<file path="src/rtl/core/pxe_pkg.sv">
// Shared types, codes and arithmetic helpers for the prefix expression evaluator.
package pxe_pkg;

  localparam int VALUE_DEPTH_DEF = 64;
  localparam int OP_DEPTH_DEF    = 64;
  localparam int RESULT_LIMIT    = 64;
  localparam int QUEUE_DEPTH     = 4;
  localparam int FRAC_BITS       = 16;
  localparam int DIV_NUM_W       = 32 + FRAC_BITS;
  localparam int DIV_STEPS       = DIV_NUM_W;

  // token kinds
  localparam logic [1:0] TOK_NUM = 2'd0;
  localparam logic [1:0] TOK_OP  = 2'd1;
  localparam logic [1:0] TOK_EOL = 2'd2;
  localparam logic [1:0] TOK_UNK = 2'd3;

  // operator codes
  localparam logic [1:0] OP_ADD = 2'd0;
  localparam logic [1:0] OP_SUB = 2'd1;
  localparam logic [1:0] OP_MUL = 2'd2;
  localparam logic [1:0] OP_DIV = 2'd3;

  // result kinds
  localparam logic [2:0] KIND_VALUE   = 3'd0;
  localparam logic [2:0] KIND_ZERODIV = 3'd1;
  localparam logic [2:0] KIND_UNKNOWN = 3'd2;
  localparam logic [2:0] KIND_EMPTY   = 3'd3;
  localparam logic [2:0] KIND_FULL    = 3'd4;

  localparam logic signed [31:0] Q_MAX = 32'sh7fff_ffff;
  localparam logic signed [31:0] Q_MIN = 32'sh8000_0000;

  typedef struct packed {
    logic [1:0]         tok;
    logic [1:0]         op;
    logic signed [31:0] value;
  } cmd_t;

  // saturate a 33-bit sum to 32 bits
  function automatic logic signed [31:0] sat_sum(input logic signed [32:0] s);
    logic signed [31:0] r;
    if (s[32] != s[31]) begin
      r = s[32] ? Q_MIN : Q_MAX;
    end else begin
      r = s[31:0];
    end
    return r;
  endfunction

  // product / 2^16 rounded toward zero, saturated
  function automatic logic signed [31:0] mul_scale(input logic signed [63:0] p);
    logic signed [63:0] adj;
    logic signed [63:0] q;
    logic signed [31:0] r;
    adj = p + (p[63] ? 64'sd65535 : 64'sd0);
    q   = adj >>> FRAC_BITS;
    if (q > 64'sd2147483647) begin
      r = Q_MAX;
    end else if (q < -64'sd2147483648) begin
      r = Q_MIN;
    end else begin
      r = q[31:0];
    end
    return r;
  endfunction

endpackage

</file>
<file path="src/rtl/core/pxe_front.sv">
// Input stage: takes tokens, classifies them into commands for the queue.
module pxe_front (
  input  logic               clk,
  input  logic               rst,
  input  logic               in_valid,
  output logic               in_ready,
  input  logic [1:0]         req_type,
  input  logic [1:0]         operator_code,
  input  logic signed [31:0] number_value,
  output logic               cmd_valid,
  input  logic               cmd_ready,
  output pxe_pkg::cmd_t      cmd
);
  import pxe_pkg::*;

  logic stage_valid;
  cmd_t stage_cmd;
  cmd_t cls;

  always_comb begin
    cls.tok   = req_type;
    cls.op    = '0;
    cls.value = '0;
    case (req_type)
      TOK_NUM: cls.value = number_value;
      TOK_OP:  cls.op    = operator_code;
      default: begin
      end
    endcase
  end

  assign in_ready  = !stage_valid || cmd_ready;
  assign cmd_valid = stage_valid;
  assign cmd       = stage_cmd;

  always_ff @(posedge clk) begin
    if (rst) begin
      stage_valid <= 1'b0;
    end else if (in_ready) begin
      stage_valid <= in_valid;
    end
  end

  always_ff @(posedge clk) begin
    if (in_valid && in_ready) begin
      stage_cmd <= cls;
    end
  end

endmodule

</file>
<file path="config.mk">
export PLATFORM = sky130hd
export DESIGN_NAME = pxe_front
export DESIGN_NICKNAME = d
export VERILOG_FILES = /design/src/rtl/core/pxe_pkg.sv /design/src/rtl/core/pxe_front.sv
export SDC_FILE = /design/constraint.sdc
export NUM_CORES = 1
export LEC_CHECK = 0
export BUFFER_PORTS_ARGS = -buffer_cell sky130_fd_sc_hd__clkbuf_2
export CORE_MARGIN = 1
export CORE_UTILIZATION = 35
export DETAILED_ROUTE_END_ITERATION = 12
export GPL_ROUTABILITY_DRIVEN = 0
export PLACE_DENSITY = 0.66
export SLEW_MARGIN = 20
export SYNTH_ARGS = -nofsm -noshare
export SYNTH_HDL_FRONTEND = slang
export SYNTH_SLANG_ARGS = --single-unit
</file>
<file path="constraint.sdc">
create_clock -name clk -period 2 [get_ports clk]
set_input_delay 0.4 -clock clk [delete_from_list [all_inputs] [get_ports clk]]
set_output_delay 0.4 -clock clk [all_outputs]
set_load 0.02 [all_outputs]
</file>
**Word level (Yosys, flattened, before mapping)**

Index checks and enable logic that the tools add are counted.

- Bits in registers: 37
- Bits in latches: 0
- RAM bits: 0
- Memory bits (read-only): 0
- Output and inout port bits: 38
- Memories kept: 0

- $add $sub $neg: 0
- Multipliers: 0
- Div/mod/pow operators: 0
- Magnitude comparators: 0
- Equality and inequality tests: 1
- Shift-type cells: 0
- Muxes and demuxes: 0
- Bitwise operators: 0
- Reductions and logical operators: 4

Operators with widths:

| cell | count |
|---|---|
| == test 2 x 1 -> 1 bit, second input constant | 1 |
| logical NOT 2 bit | 1 |
| logical AND 1 bit | 1 |
| logical NOT 1 bit | 1 |
| logical OR 1 bit | 1 |

**Longest topological paths before layout**

- Depth in word-level cells: 3
- Gate-level depth with buffers: 3

**Least setup slack after synthesis**

Ideal clock, no wire load.

- Path kind: input-to-reg
- Start point: in cmd_ready
- End point: reg stage_cmd, in the netlist cmd[0], enable pin
- Library setup time: 0.397 ns
- Data arrival time: 1.580 ns
- Slack: 0.024 ns
- Stages: 2
- Path buffers: 0
- Cell sequence: nand2b_1 -> and2_1

- Cells in the longest elaborated chain, start to end: 2

Ends and longest elaborated chain:

| element | RTL line | text |
|---|---|---|
| from (decl) | pxe_front.sv:11 | `input logic cmd_ready,` |
| logical OR 1 bit | pxe_front.sv:32 | `assign in_ready = !stage_valid \|\| cmd_ready;` |
| logical AND 1 bit | pxe_front.sv:45 | `if (in_valid && in_ready) begin` |
| to (signal assigned) | pxe_front.sv:46 | `stage_cmd <= cls;` |
| to (decl) | pxe_front.sv:17 | `cmd_t stage_cmd;` |

No other way between the ends.
A chain may end at the register's enable or synchronous reset.

**Final worst setup path**

- Start point: reg stage_valid (netlist: cmd_valid)
- End point: out in_ready

- Cells in the longest elaborated chain, start to end: 2

Ends and longest elaborated chain:

| element | RTL line | text |
|---|---|---|
| from (decl) | pxe_front.sv:16 | `logic stage_valid;` |
| from (signal assigned) | pxe_front.sv:40 | `stage_valid <= in_valid;` |
| logical NOT 1 bit | pxe_front.sv:32 |  |
| logical OR 1 bit | pxe_front.sv:32 |  |
| to (decl) | pxe_front.sv:6 | `output logic in_ready,` |

No other way between the ends.

==> metrics.md <==
| Metric | Value |
|---|---|
| Finished Core Util | `51.3%` |
| Die height | `65.6 microns` |
| H-tree Lvls | `2` |
| Mapped Avg Cell Area | `17.9 sq um` |
| Bufs on Longest Clock Path | `2` |
| Final setup fails | `0` |
| Critical Path AT | `0.87 ns` |
| Final Non-Filler Cells | `211` |
| Area Overhead vs Synth | `36.6%` |
| Reg2reg start | `cmd_valid$_SDFFE_PP0P_` |
| RSZ-0062 raised after global routing | `no` |
| Routed Antenna Nets | `0` |
| Grt ovf | `0` |
| Critical path class | `flip-flop to output port` |
| Synth Area in Compound Gates | `0.354%` |
| PD cells | `846 nW/um^2` |
| CTS Sinks | `37` |
| Worst skew pair latency | `0.28 ns` |
| RR Endpoint | `cmd[28]$_SDFFCE_PP0P_` |
| Fin nets | `202` |
| Final Hold Fails | `0` |
| Crit path largest cell delay | `0.31 ns` |
| Post-DR wirelength/cell | `11.6 microns` |
| Fill cell count | `325` |
| IO buf count | `77` |
| Crit path cell chain | `nand2b_1, clkbuf_2` |
| Hold crit path type | `primary input to flip-flop` |
| Fmax | `0.787 GHz` |
| WP data required | `1.60 ns` |
| Crit path buf inv count | `1` |
| CP startpoint kind | `flip-flop` |
| Final setup TNS | `0 ns` |
| Grt met2 use | `21.5%` |
| Peak supply drop | `0.450 mV` |
| Post-Synth XOR/XNOR Area | `0%` |
| Met1 Track Usage GR | `12.0%` |
| Vias per cell | `4.21` |
| Fraction of synthesized area in multiplexers | `0%` |
| Ratio of cells with drive above 1 in the final layout | `68.1%` |
| Period utilization | `63.5%` |
| M3 GR Usage | `7.81%` |
| WHS | `0.270 ns` |
| DRT Pass-1 Iters | `2` |
| Max-cap violations | `0` |
| Top-area cell type share of the netlist area | `76.4%` |
| Area leader, netlist | `edfxtp_1` |
| Final WL | `2.45 mm` |
| Die W | `65.6 microns` |
| Dpl cells | `203` |
| Mapped Area | `1420 sq um` |
| Setup bufs post-CTS | `0` |
| DRT iter0 DRCs | `19` |
| Vias in the first global route | `867` |
| Adder-Cell Fraction of Synth Area | `0%` |
| Core area | `3770 sq um` |
| Leak | `0.000880 uW` |
| Synth Instances | `79` |
| R2R Setup Slk | `0.87 ns` |
| I/O pins | `78` |
| Largest net degree at the start of global routing | `33` |
| Sequential-to-total area share from yosys stat | `77.8%` |
| Hold depth | `2` |
| Initial Utilization | `37.5%` |
| Num CTS Buffers | `5` |
| Setup crit end kind | `output port` |
| Most Crowded Layer GR | `met2` |
| DR DRC count | `0` |
| FP Rows | `22` |
| Cts hold-fix bufs | `0` |
| Relative slew slack | `66.1%` |
| Synth cell types | `10` |
| Status | `finished, final reports clean` |
| Post-synthesis net count | `119` |
| Initial antenna violation count | `0` |
| Post-CTS Resized | `0` |
| TritonCTS clock tree | `yes` |
| Clock Skews | `0.00361 ns` |
| Worst Hold End | `cmd_valid$_SDFFE_PP0P_` |
| Final min period | `1.27 ns` |
| First-pass GRT wire length | `3.77 mm` |
| Overall routing resource usage | `13.0%` |
| FF-to-FF path depth | `3` |
| FF+latch count, synth | `37` |
| Worst Tran Pin Value | `0.507 ns` |
| Simple logic cell fraction of the synthesized area | `19.2%` |
| Top post-synthesis cells by area | `edfxtp_1 (76%), and2_2 (12%), and2_1 (4.9%)` |
| Worst-path fanout max | `3` |
| Clock slew at reported path FFs | `0.06 ns` |
| DR vias | `889` |
| Max Slew Vio Count | `0` |
| Crit path max-delay family | `flip-flops` |
| Syn. warnings | `0` |
| Crit path max-delay cell type | `dfxtp_1` |
| Largest family of logic cells by synthesized area | `simple AND/OR/NAND/NOR gates` |
| Total die area | `4300 sq um` |
| Root Driver | `clkbuf_8` |
| HP Start | `rst` |
| N_diodes | `0` |
| Total power | `1630 uW` |
-- cells in the mapped netlist --
master / instances
buf_6: 3
dfxtp_1: 1
edfxtp_1: 36
and3b_2: 2
inv_1: 1
nand2b_1: 1
nor2_4: 1
a21oi_1: 1
and2_2: 22
and2_1: 11
-- routing by layer --
metal  vias to the layer above  part of all wire, %
met3                         7                   12
met2                        48                   51
met4                         0                  2.4
met5                         -                    0
met1                       395                   35
li1                        439                    -
-- worst max path at each step --
| stage | endpoint | cells after the start | slack [ns] | start |
|---|---|---|---|---|
| after global routing | in_ready | 2 | 0.68 | cmd_valid$_SDFFE_PP0P_ |
| after CTS | in_ready | 2 | 0.72 | cmd_valid$_SDFFE_PP0P_ |
| final | in_ready | 2 | 0.73 | cmd_valid$_SDFFE_PP0P_ |
| after global placement | cmd[17]$_SDFFCE_PP0P_ | 4 | 0.70 | cmd_ready |
| after floorplan | cmd[0]$_SDFFCE_PP0P_ | 2 | 0.02 | cmd_ready |
| after detailed placement | cmd[21]$_SDFFCE_PP0P_ | 3 | 0.65 | req_type[1] |
-- report_power, final --
part           internal (uW)  total (uW)  switching (uW)
clock network            281         520             239
logic                   79.5         197             118
registers                905         918            12.6
-- stage by stage --
stage	cell area [sq um]	setup WS, ns
global placement	1840	0.698
global route	1930	0.678
finish	1930	0.730
floorplan	1420	0.0238
detailed placement	1840	0.646
CTS	1930	0.716
-- registers in the layout (all words and copies together), names as in the netlist --
register,count
cmd,36
cmd_valid,1
-- cells in the final DEF, fill, tap and decap left out, drive strengths merged --
cell    count
clkbuf     85
edfxtp     36
and2       33
and3b       2
buf         2
nand2b      1
nor2        1
inv         1
a21oi       1
dfxtp       1
-- cell families after synthesis --
kind of cell	Yosys count
buf+inv	4
simple gates	37
compound gates	1
flops	37
-- layout make-up --
| class | instances | area [sq um] | share of cell area (%) |
|---|---|---|---|
| sequential | 37 | 1100 | 57.0 |
| tap | 48 | 60.1 | 3.11 |
| multi-input combinational | 38 | 278 | 14.4 |
| inverter | 1 | 3.75 | 0.194 |
| timing repair buffer | 79 | 400 | 20.7 |
| clock buffer | 8 | 90.1 | 4.66 |
No activity file was read; power rests on OpenSTA's default activity.
