<file path="src/rtl/core/pxe_pkg.sv">
// Shared types, codes and arithmetic helpers for the prefix expression evaluator.
package pxe_pkg;

  localparam int VALUE_DEPTH_DEF = 64;
  localparam int OP_DEPTH_DEF    = 64;
  localparam int RESULT_LIMIT    = 64;
  localparam int QUEUE_DEPTH     = 4;
  localparam int FRAC_BITS       = 16;
  localparam int DIV_NUM_W       = 32 + FRAC_BITS;
  localparam int DIV_STEPS       = DIV_NUM_W;

  // token kinds
  localparam logic [1:0] TOK_NUM = 2'd0;
  localparam logic [1:0] TOK_OP  = 2'd1;
  localparam logic [1:0] TOK_EOL = 2'd2;
  localparam logic [1:0] TOK_UNK = 2'd3;

  // operator codes
  localparam logic [1:0] OP_ADD = 2'd0;
  localparam logic [1:0] OP_SUB = 2'd1;
  localparam logic [1:0] OP_MUL = 2'd2;
  localparam logic [1:0] OP_DIV = 2'd3;

  // result kinds
  localparam logic [2:0] KIND_VALUE   = 3'd0;
  localparam logic [2:0] KIND_ZERODIV = 3'd1;
  localparam logic [2:0] KIND_UNKNOWN = 3'd2;
  localparam logic [2:0] KIND_EMPTY   = 3'd3;
  localparam logic [2:0] KIND_FULL    = 3'd4;

  localparam logic signed [31:0] Q_MAX = 32'sh7fff_ffff;
  localparam logic signed [31:0] Q_MIN = 32'sh8000_0000;

  typedef struct packed {
    logic [1:0]         tok;
    logic [1:0]         op;
    logic signed [31:0] value;
  } cmd_t;

  // saturate a 33-bit sum to 32 bits
  function automatic logic signed [31:0] sat_sum(input logic signed [32:0] s);
    logic signed [31:0] r;
    if (s[32] != s[31]) begin
      r = s[32] ? Q_MIN : Q_MAX;
    end else begin
      r = s[31:0];
    end
    return r;
  endfunction

  // product / 2^16 rounded toward zero, saturated
  function automatic logic signed [31:0] mul_scale(input logic signed [63:0] p);
    logic signed [63:0] adj;
    logic signed [63:0] q;
    logic signed [31:0] r;
    adj = p + (p[63] ? 64'sd65535 : 64'sd0);
    q   = adj >>> FRAC_BITS;
    if (q > 64'sd2147483647) begin
      r = Q_MAX;
    end else if (q < -64'sd2147483648) begin
      r = Q_MIN;
    end else begin
      r = q[31:0];
    end
    return r;
  endfunction

endpackage

</file>
<file path="src/rtl/core/pxe_queue.sv">
// Small command FIFO between the front and back ends.
module pxe_queue (
  input  logic          clk,
  input  logic          rst,
  input  logic          wr_valid,
  output logic          wr_ready,
  input  pxe_pkg::cmd_t wr_data,
  output logic          rd_valid,
  input  logic          rd_ready,
  output pxe_pkg::cmd_t rd_data
);
  import pxe_pkg::*;

  localparam int AW = $clog2(QUEUE_DEPTH);

  cmd_t          mem [QUEUE_DEPTH];
  logic [AW-1:0] wr_ptr;
  logic [AW-1:0] rd_ptr;
  logic [AW:0]   count;
  logic          do_wr;
  logic          do_rd;

  assign wr_ready = count != (AW + 1)'(QUEUE_DEPTH);
  assign rd_valid = count != '0;
  assign rd_data  = mem[rd_ptr];
  assign do_wr    = wr_valid && wr_ready;
  assign do_rd    = rd_valid && rd_ready;

  always_ff @(posedge clk) begin
    if (rst) begin
      wr_ptr <= '0;
      rd_ptr <= '0;
      count  <= '0;
    end else begin
      if (do_wr) begin
        wr_ptr <= wr_ptr + 1'b1;
      end
      if (do_rd) begin
        rd_ptr <= rd_ptr + 1'b1;
      end
      case ({do_wr, do_rd})
        2'b10:   count <= count + 1'b1;
        2'b01:   count <= count - 1'b1;
        default: count <= count;
      endcase
    end
  end

  always_ff @(posedge clk) begin
    if (do_wr) begin
      mem[wr_ptr] <= wr_data;
    end
  end

endmodule

</file>
<file path="config.mk">
export PLATFORM = sky130hd
export DESIGN_NAME = pxe_queue
export DESIGN_NICKNAME = d
export VERILOG_FILES = /design/src/rtl/core/pxe_pkg.sv /design/src/rtl/core/pxe_queue.sv
export SDC_FILE = /design/constraint.sdc
export NUM_CORES = 1
export LEC_CHECK = 0
export BUFFER_PORTS_ARGS = -buffer_cell sky130_fd_sc_hd__buf_2
export CAP_MARGIN = 10
export CORE_MARGIN = 5
export CORE_UTILIZATION = 43
export CTS_BUF_LIST = sky130_fd_sc_hd__clkbuf_16
export DETAILED_ROUTE_END_ITERATION = 16
export GPL_ROUTABILITY_DRIVEN = 1
export SYNTH_ARGS = -nofsm -noshare
export SYNTH_HDL_FRONTEND = slang
export SYNTH_SLANG_ARGS = --single-unit
</file>
<file path="constraint.sdc">
create_clock -name clk -period 2.1 [get_ports clk]
set_input_delay 0.21 -clock clk [delete_from_list [all_inputs] [get_ports clk]]
set_output_delay 0.21 -clock clk [all_outputs]
set_load 0.03 [all_outputs]
</file>
# Word level (Yosys, flattened, before mapping)
# Memory sizes are Yosys's and may differ from the RTL's. A register that Yosys moved wholly into a read port is not among the register bits.
# Index checks and enable logic that the tools add are counted.
[word_totals]
ramBits = 144
register_bits = 7
out_inout_bits = 38
inputBits = 40
memories = 1
[classes]
eq_ne = 3
reduce_logical = 4
addsub = 4
muxes = 5
[memory_table]
columns = ["name", "depth", "width", "read_ports", "rd_clocked_by_memory_dff", "wr", "line", "rtl"]
rows = [
  ["mem", 4, 36, 1, 1, 1, "pxe_queue.sv:16", "cmd_t mem [QUEUE_DEPTH];"],
]
[op_table]
columns = ["op", "n"]
rows = [
  ["3-bit one-hot mux with 2 select lines", 1],
  ["2-bit by 1-bit adder with 2-bit output, second input constant", 2],
  ["2-bit two-way mux", 2],
  ["3-bit by 1-bit adder with 3-bit output, second input constant", 1],
  ["3-bit inequality test, second input constant", 1],
  ["3-bit nonzero test", 1],
  ["3-bit by 1-bit subtractor with 3-bit output, second input constant", 1],
  ["2-bit by 1-bit equality test with 1-bit output, second input constant", 1],
  ["2-bit equality test, second input constant", 1],
  ["1-bit logical AND", 2],
  ["1-bit two-way mux", 2],
  ["2-bit nonzero test", 1],
]

# Depth between registers and ports, before layout
[depth]
word_depth = 4
depth_mapped = 9
mapped_depth_nobuf = 9

# Worst setup path after synthesis
# OpenSTA, ideal clock, no wires.
[synth_timing]
kind = "register to register"
startpoint = "register count[0]"
endpoint = "memory mem[2][0] (netlist bit) (enable)"
stages_incl_launch_ff = 4
path_slack_ps = 69
arrival_ps = 1634
required_time_ps = 1703
cell_sequence = "dfxtp_1 > nor2_1 > a21boi_2 > and2_1"
[synth_between]
elab_chain_len = 4
[synth_lines]
columns = ["element", "line", "rtl"]
rows = [
  ["start, declared", "pxe_queue.sv:19", "logic [AW:0] count;"],
  ["start signal, assigned", "pxe_queue.sv:42", "2'b10: count <= count + 1'b1;"],
  ["start signal, assigned", "pxe_queue.sv:43", "2'b01: count <= count - 1'b1;"],
  ["start signal, assigned", "pxe_queue.sv:44", "default: count <= count;"],
  ["3-bit inequality test", "pxe_queue.sv:23", "assign wr_ready = count != (AW + 1)'(QUEUE_DEPTH);"],
  ["1-bit logical AND", "pxe_queue.sv:26", "assign do_wr = wr_valid && wr_ready;"],
  ["1-bit two-way mux", "pxe_queue.sv:50", "if (do_wr) begin"],
  ["1-bit two-way mux (not written as such)", "pxe_queue.sv:51", "mem[wr_ptr] <= wr_data;"],
  ["end, declared", "pxe_queue.sv:16", ""],
]
# Every way passes these cells.

==> key figures <==
Status
  – Status: finished, final reports clean

Clock network
  – H-tree depth: 4
  – CTS tree: yes
  – TritonCTS Buffers: 17
  – Clk buf depth: 2
  – Later-pin clock latency in the skew report: 0.42 ns
  – Clock sink count: 153
  – Clock root buffer master: clkbuf_16
  – Clock-pin slew on the worst setup and hold paths: 0.06 ns

Drt
  – Drt drc: 0
  – Per-cell routed wire length: ~17 um
  – Initial DRC count: ~150
  – Antenna-violating nets left: 0
  – Total vias in the final route: 2,692
  – Detailed-route wire length: 9667 um
  – Drt first pass iters: 4
  – Vias per cell: around 4.8

Floorplanning
  – Core area: 13,140 um^2
  – Die ar.: 15,720 um^2
  – Num rows: 42
  – Height of the chip: 125.4 um
  – # IOs: 78
  – Die Width: 125.4 um
  – Initial cell density of the core: 43.58%

Min path
  – HP Class: in -> reg
  – WHS Path Cells: 1
  – Hold path start: wr_data[11]

GRT
  – Vias in the first global route: a little under 3,000
  – Largest net degree at the start of global routing: 31
  – First-pass GRT wire length: 15,550 um
  – Total Routing Usage GR: about an eighth
  – Gr ovfl total: 0
  – Antenna violations before repair: 1

Setup path
  – CP arrival: 1.80 ns
  – Nature of the critical path startpoint: register
  – R2r worst-path depth: 9
  – CP Capture Type: output pin
  – Max Fanout on Critical Path: 14
  – Worst Setup Path Type: reg -> out
  – Reg-to-reg critical path startpoint: count[0]
  – Req. time, crit path: approximately 1.9 ns

Timing
  – Clock skew: 0.007043 ns
  – Relative slew slack: 65.35%
  – Slew @ Worst Pin: 0.5132 ns
  – Final period utilization: 95.73%
  – Fin crit period: between 2 and 2.5 ns
  – Final Hold Viols: 0
  – RSZ-0062 raised after global routing: yes
  – Fmax: roughly 500 MHz
  – Final Max Slew Viols: 0
  – Final setup fails: 0

Placement
  – Post-DP Area: roughly 6400 um^2
  – RePlAce Congestion: about 0.7
  – Port bufs: 77
  – Dpl cells: roughly 500

Yosys
  – Post-synthesis sequential area ratio: 78.67%
  – Synth Area in Compound Gates: 0.7649%
  – Syn_nets: 286
  – Largest family of logic cells by synthesized area: multiplexers
  – Multiplexer area fraction after synthesis: 14.93%
  – Simple-Gate Fraction of Synth Area: 1.530%
  – Cells after synthesis: 240
  – Adder-cell area share of the yosys netlist: 1.442%
  – Xor and xnor area share after synthesis: less than 1%
  – Synth Area per Inst: 23.86 um^2
  – Post-synthesis cell type count: 26
  – Synthesized area: 5725 um^2
  – Yosys warning count: 0
  – Flops & latches, synth: between 150 and 200

Pwr
  – Power per cell area: 1257 nW/um^2
  – Leakage power total: 2.516 nW
  – VDD IR max: 0.0006239 V

Job
  – Max-cap violation count: 0

Finish
  – Share of cells above drive strength 1: 41.41%
  – Final net count: 417
  – Final Cell Area: 7259 um^2
  – Layout area overhead: 26.79%
  – Final Non-Filler Cells: ~560
-- report_power, final --
| part | total, W | internal (W) | switching [W] |
|---|---|---|---|
| registers | 0.00381 | 0.00369 | 0.000120 |
| clock network | 0.00283 | 0.00172 | 0.00111 |
| logic | 0.00248 | 0.00100 | 0.00148 |
-- Yosys cell counts (all sizes together) --
master  instances  area (um^2)
o311ai          1        8.760
clkbuf          2        8.750
a21boi          1        11.26
mux2i           1        10.01
inv             6        22.52
or3             2        12.51
mux4           36        833.3
o31a            1        8.760
nor2            9        33.78
buf             7        86.33
nand2           1        3.750
fa              1        20.02
a21oi           2        10.01
and2            4        25.02
edfxtp        144         4324
o21ai           1        5.000
xnor2           1        8.760
mux2            1        11.26
xor2            3        26.28
nand2b          2        12.51
ha              5        62.56
dfxtp           9        180.2
-- sequential cells by signal, summed over array words and instances, names as in the netlist, named ones only --
register and count:
mem 144, count 3, rd_ptr 2, wr_ptr 2
-- per-layer routing --
metal	global-route usage [%]	vias to the layer above	share of wire [%]
li1	-	1258	-
met1	15.89	1354	42
met2	21.35	60	51
met3	4.776	20	5.0
met4	7.270	0	2.1
met5	0	-	0
-- stage by stage --
step,hold slack [ns],setup WS [ns],power [W],TNS [ns],utilization [%]
floorplan,0.3089,0.06917,0.005724,0,-
global placement,0.4215,0.1647,0.006299,0,48.34
detailed placement,0.4273,0.08153,0.006327,0,48.34
CTS,0.0005606,0.02097,0.009235,0,55.07
global route,0.007586,-0.01886,0.009543,-0.01886,55.26
finish,0.01553,0.08962,0.009124,0,55.26
-- worst paths after layout --
kind | to | slack [ns]
max | rd_data[19] | 0.09
min reg2reg | register | 0.53
max reg2reg | count[2] | 0.14
min | mem[2][11] | 0.02
-- cells by family (layout without fill, tap and decap cells) --
logic type                 after synthesis  count (layout)
DFF                                    153             153
muxes                                   38              38
and+or+nand+nor                         18              18
buffers and inverters                   15             159
adders and majority gates                6               6
AOI/OAI and AO/OA                        6               6
xor gates and xnor gates                 4               4
other                                    0               1
-- cell usage in the layout, fill, tap and decap left out, types with 3 or more instances in the layout --
cell type | Yosys | routed
buf_2 | 3 | 77
clkinv_1 | 0 | 4
clkbuf_16 | 0 | 17
dlygate4sd3_1 | 0 | 32
nor2_1 | 9 | 8
buf_4 | 0 | 9
clkinv_2 | 0 | 3
edfxtp_1 | 144 | 144
dfxtp_1 | 9 | 4
clkinvlp_4 | 0 | 3
mux4_1 | 6 | 5
and2_2 | 0 | 4
inv_1 | 6 | 7
dfxtp_2 | 0 | 5
xor2_1 | 3 | 3
mux4_2 | 30 | 31
ha_1 | 5 | 5
-- worst max-delay path: stages (launching register included) --
cell     delay [ns]
dfxtp_2        0.35
buf_6          0.22
mux4_1         0.60
buf_2          0.20
-- final cells by class --
cell class                      count  area [um^2]
Clock inverter                     15        133.9
Clock buffer                       17        425.4
Timing Repair Buffer              121        824.5
Inverter                            6        22.52
Tap cell                          176        220.2
Fill cell                        1038         5878
Antenna cell                        1        2.502
Sequential cell                   153         4511
Multi-Input combinational cell     72         1120
-- what timing repair did --
action                                  4_1_cts  5_1_grt
gates cloned                                  0        0
buffers inserted                              0        1
pin swaps                                     0        1
endpoints found under the hold margin       128        0
hold buffers                                 32        0
endpoints found under the setup margin        4        4
gates resized for setup                       1        7
Note: power is estimated with default switching activity, not from simulation.
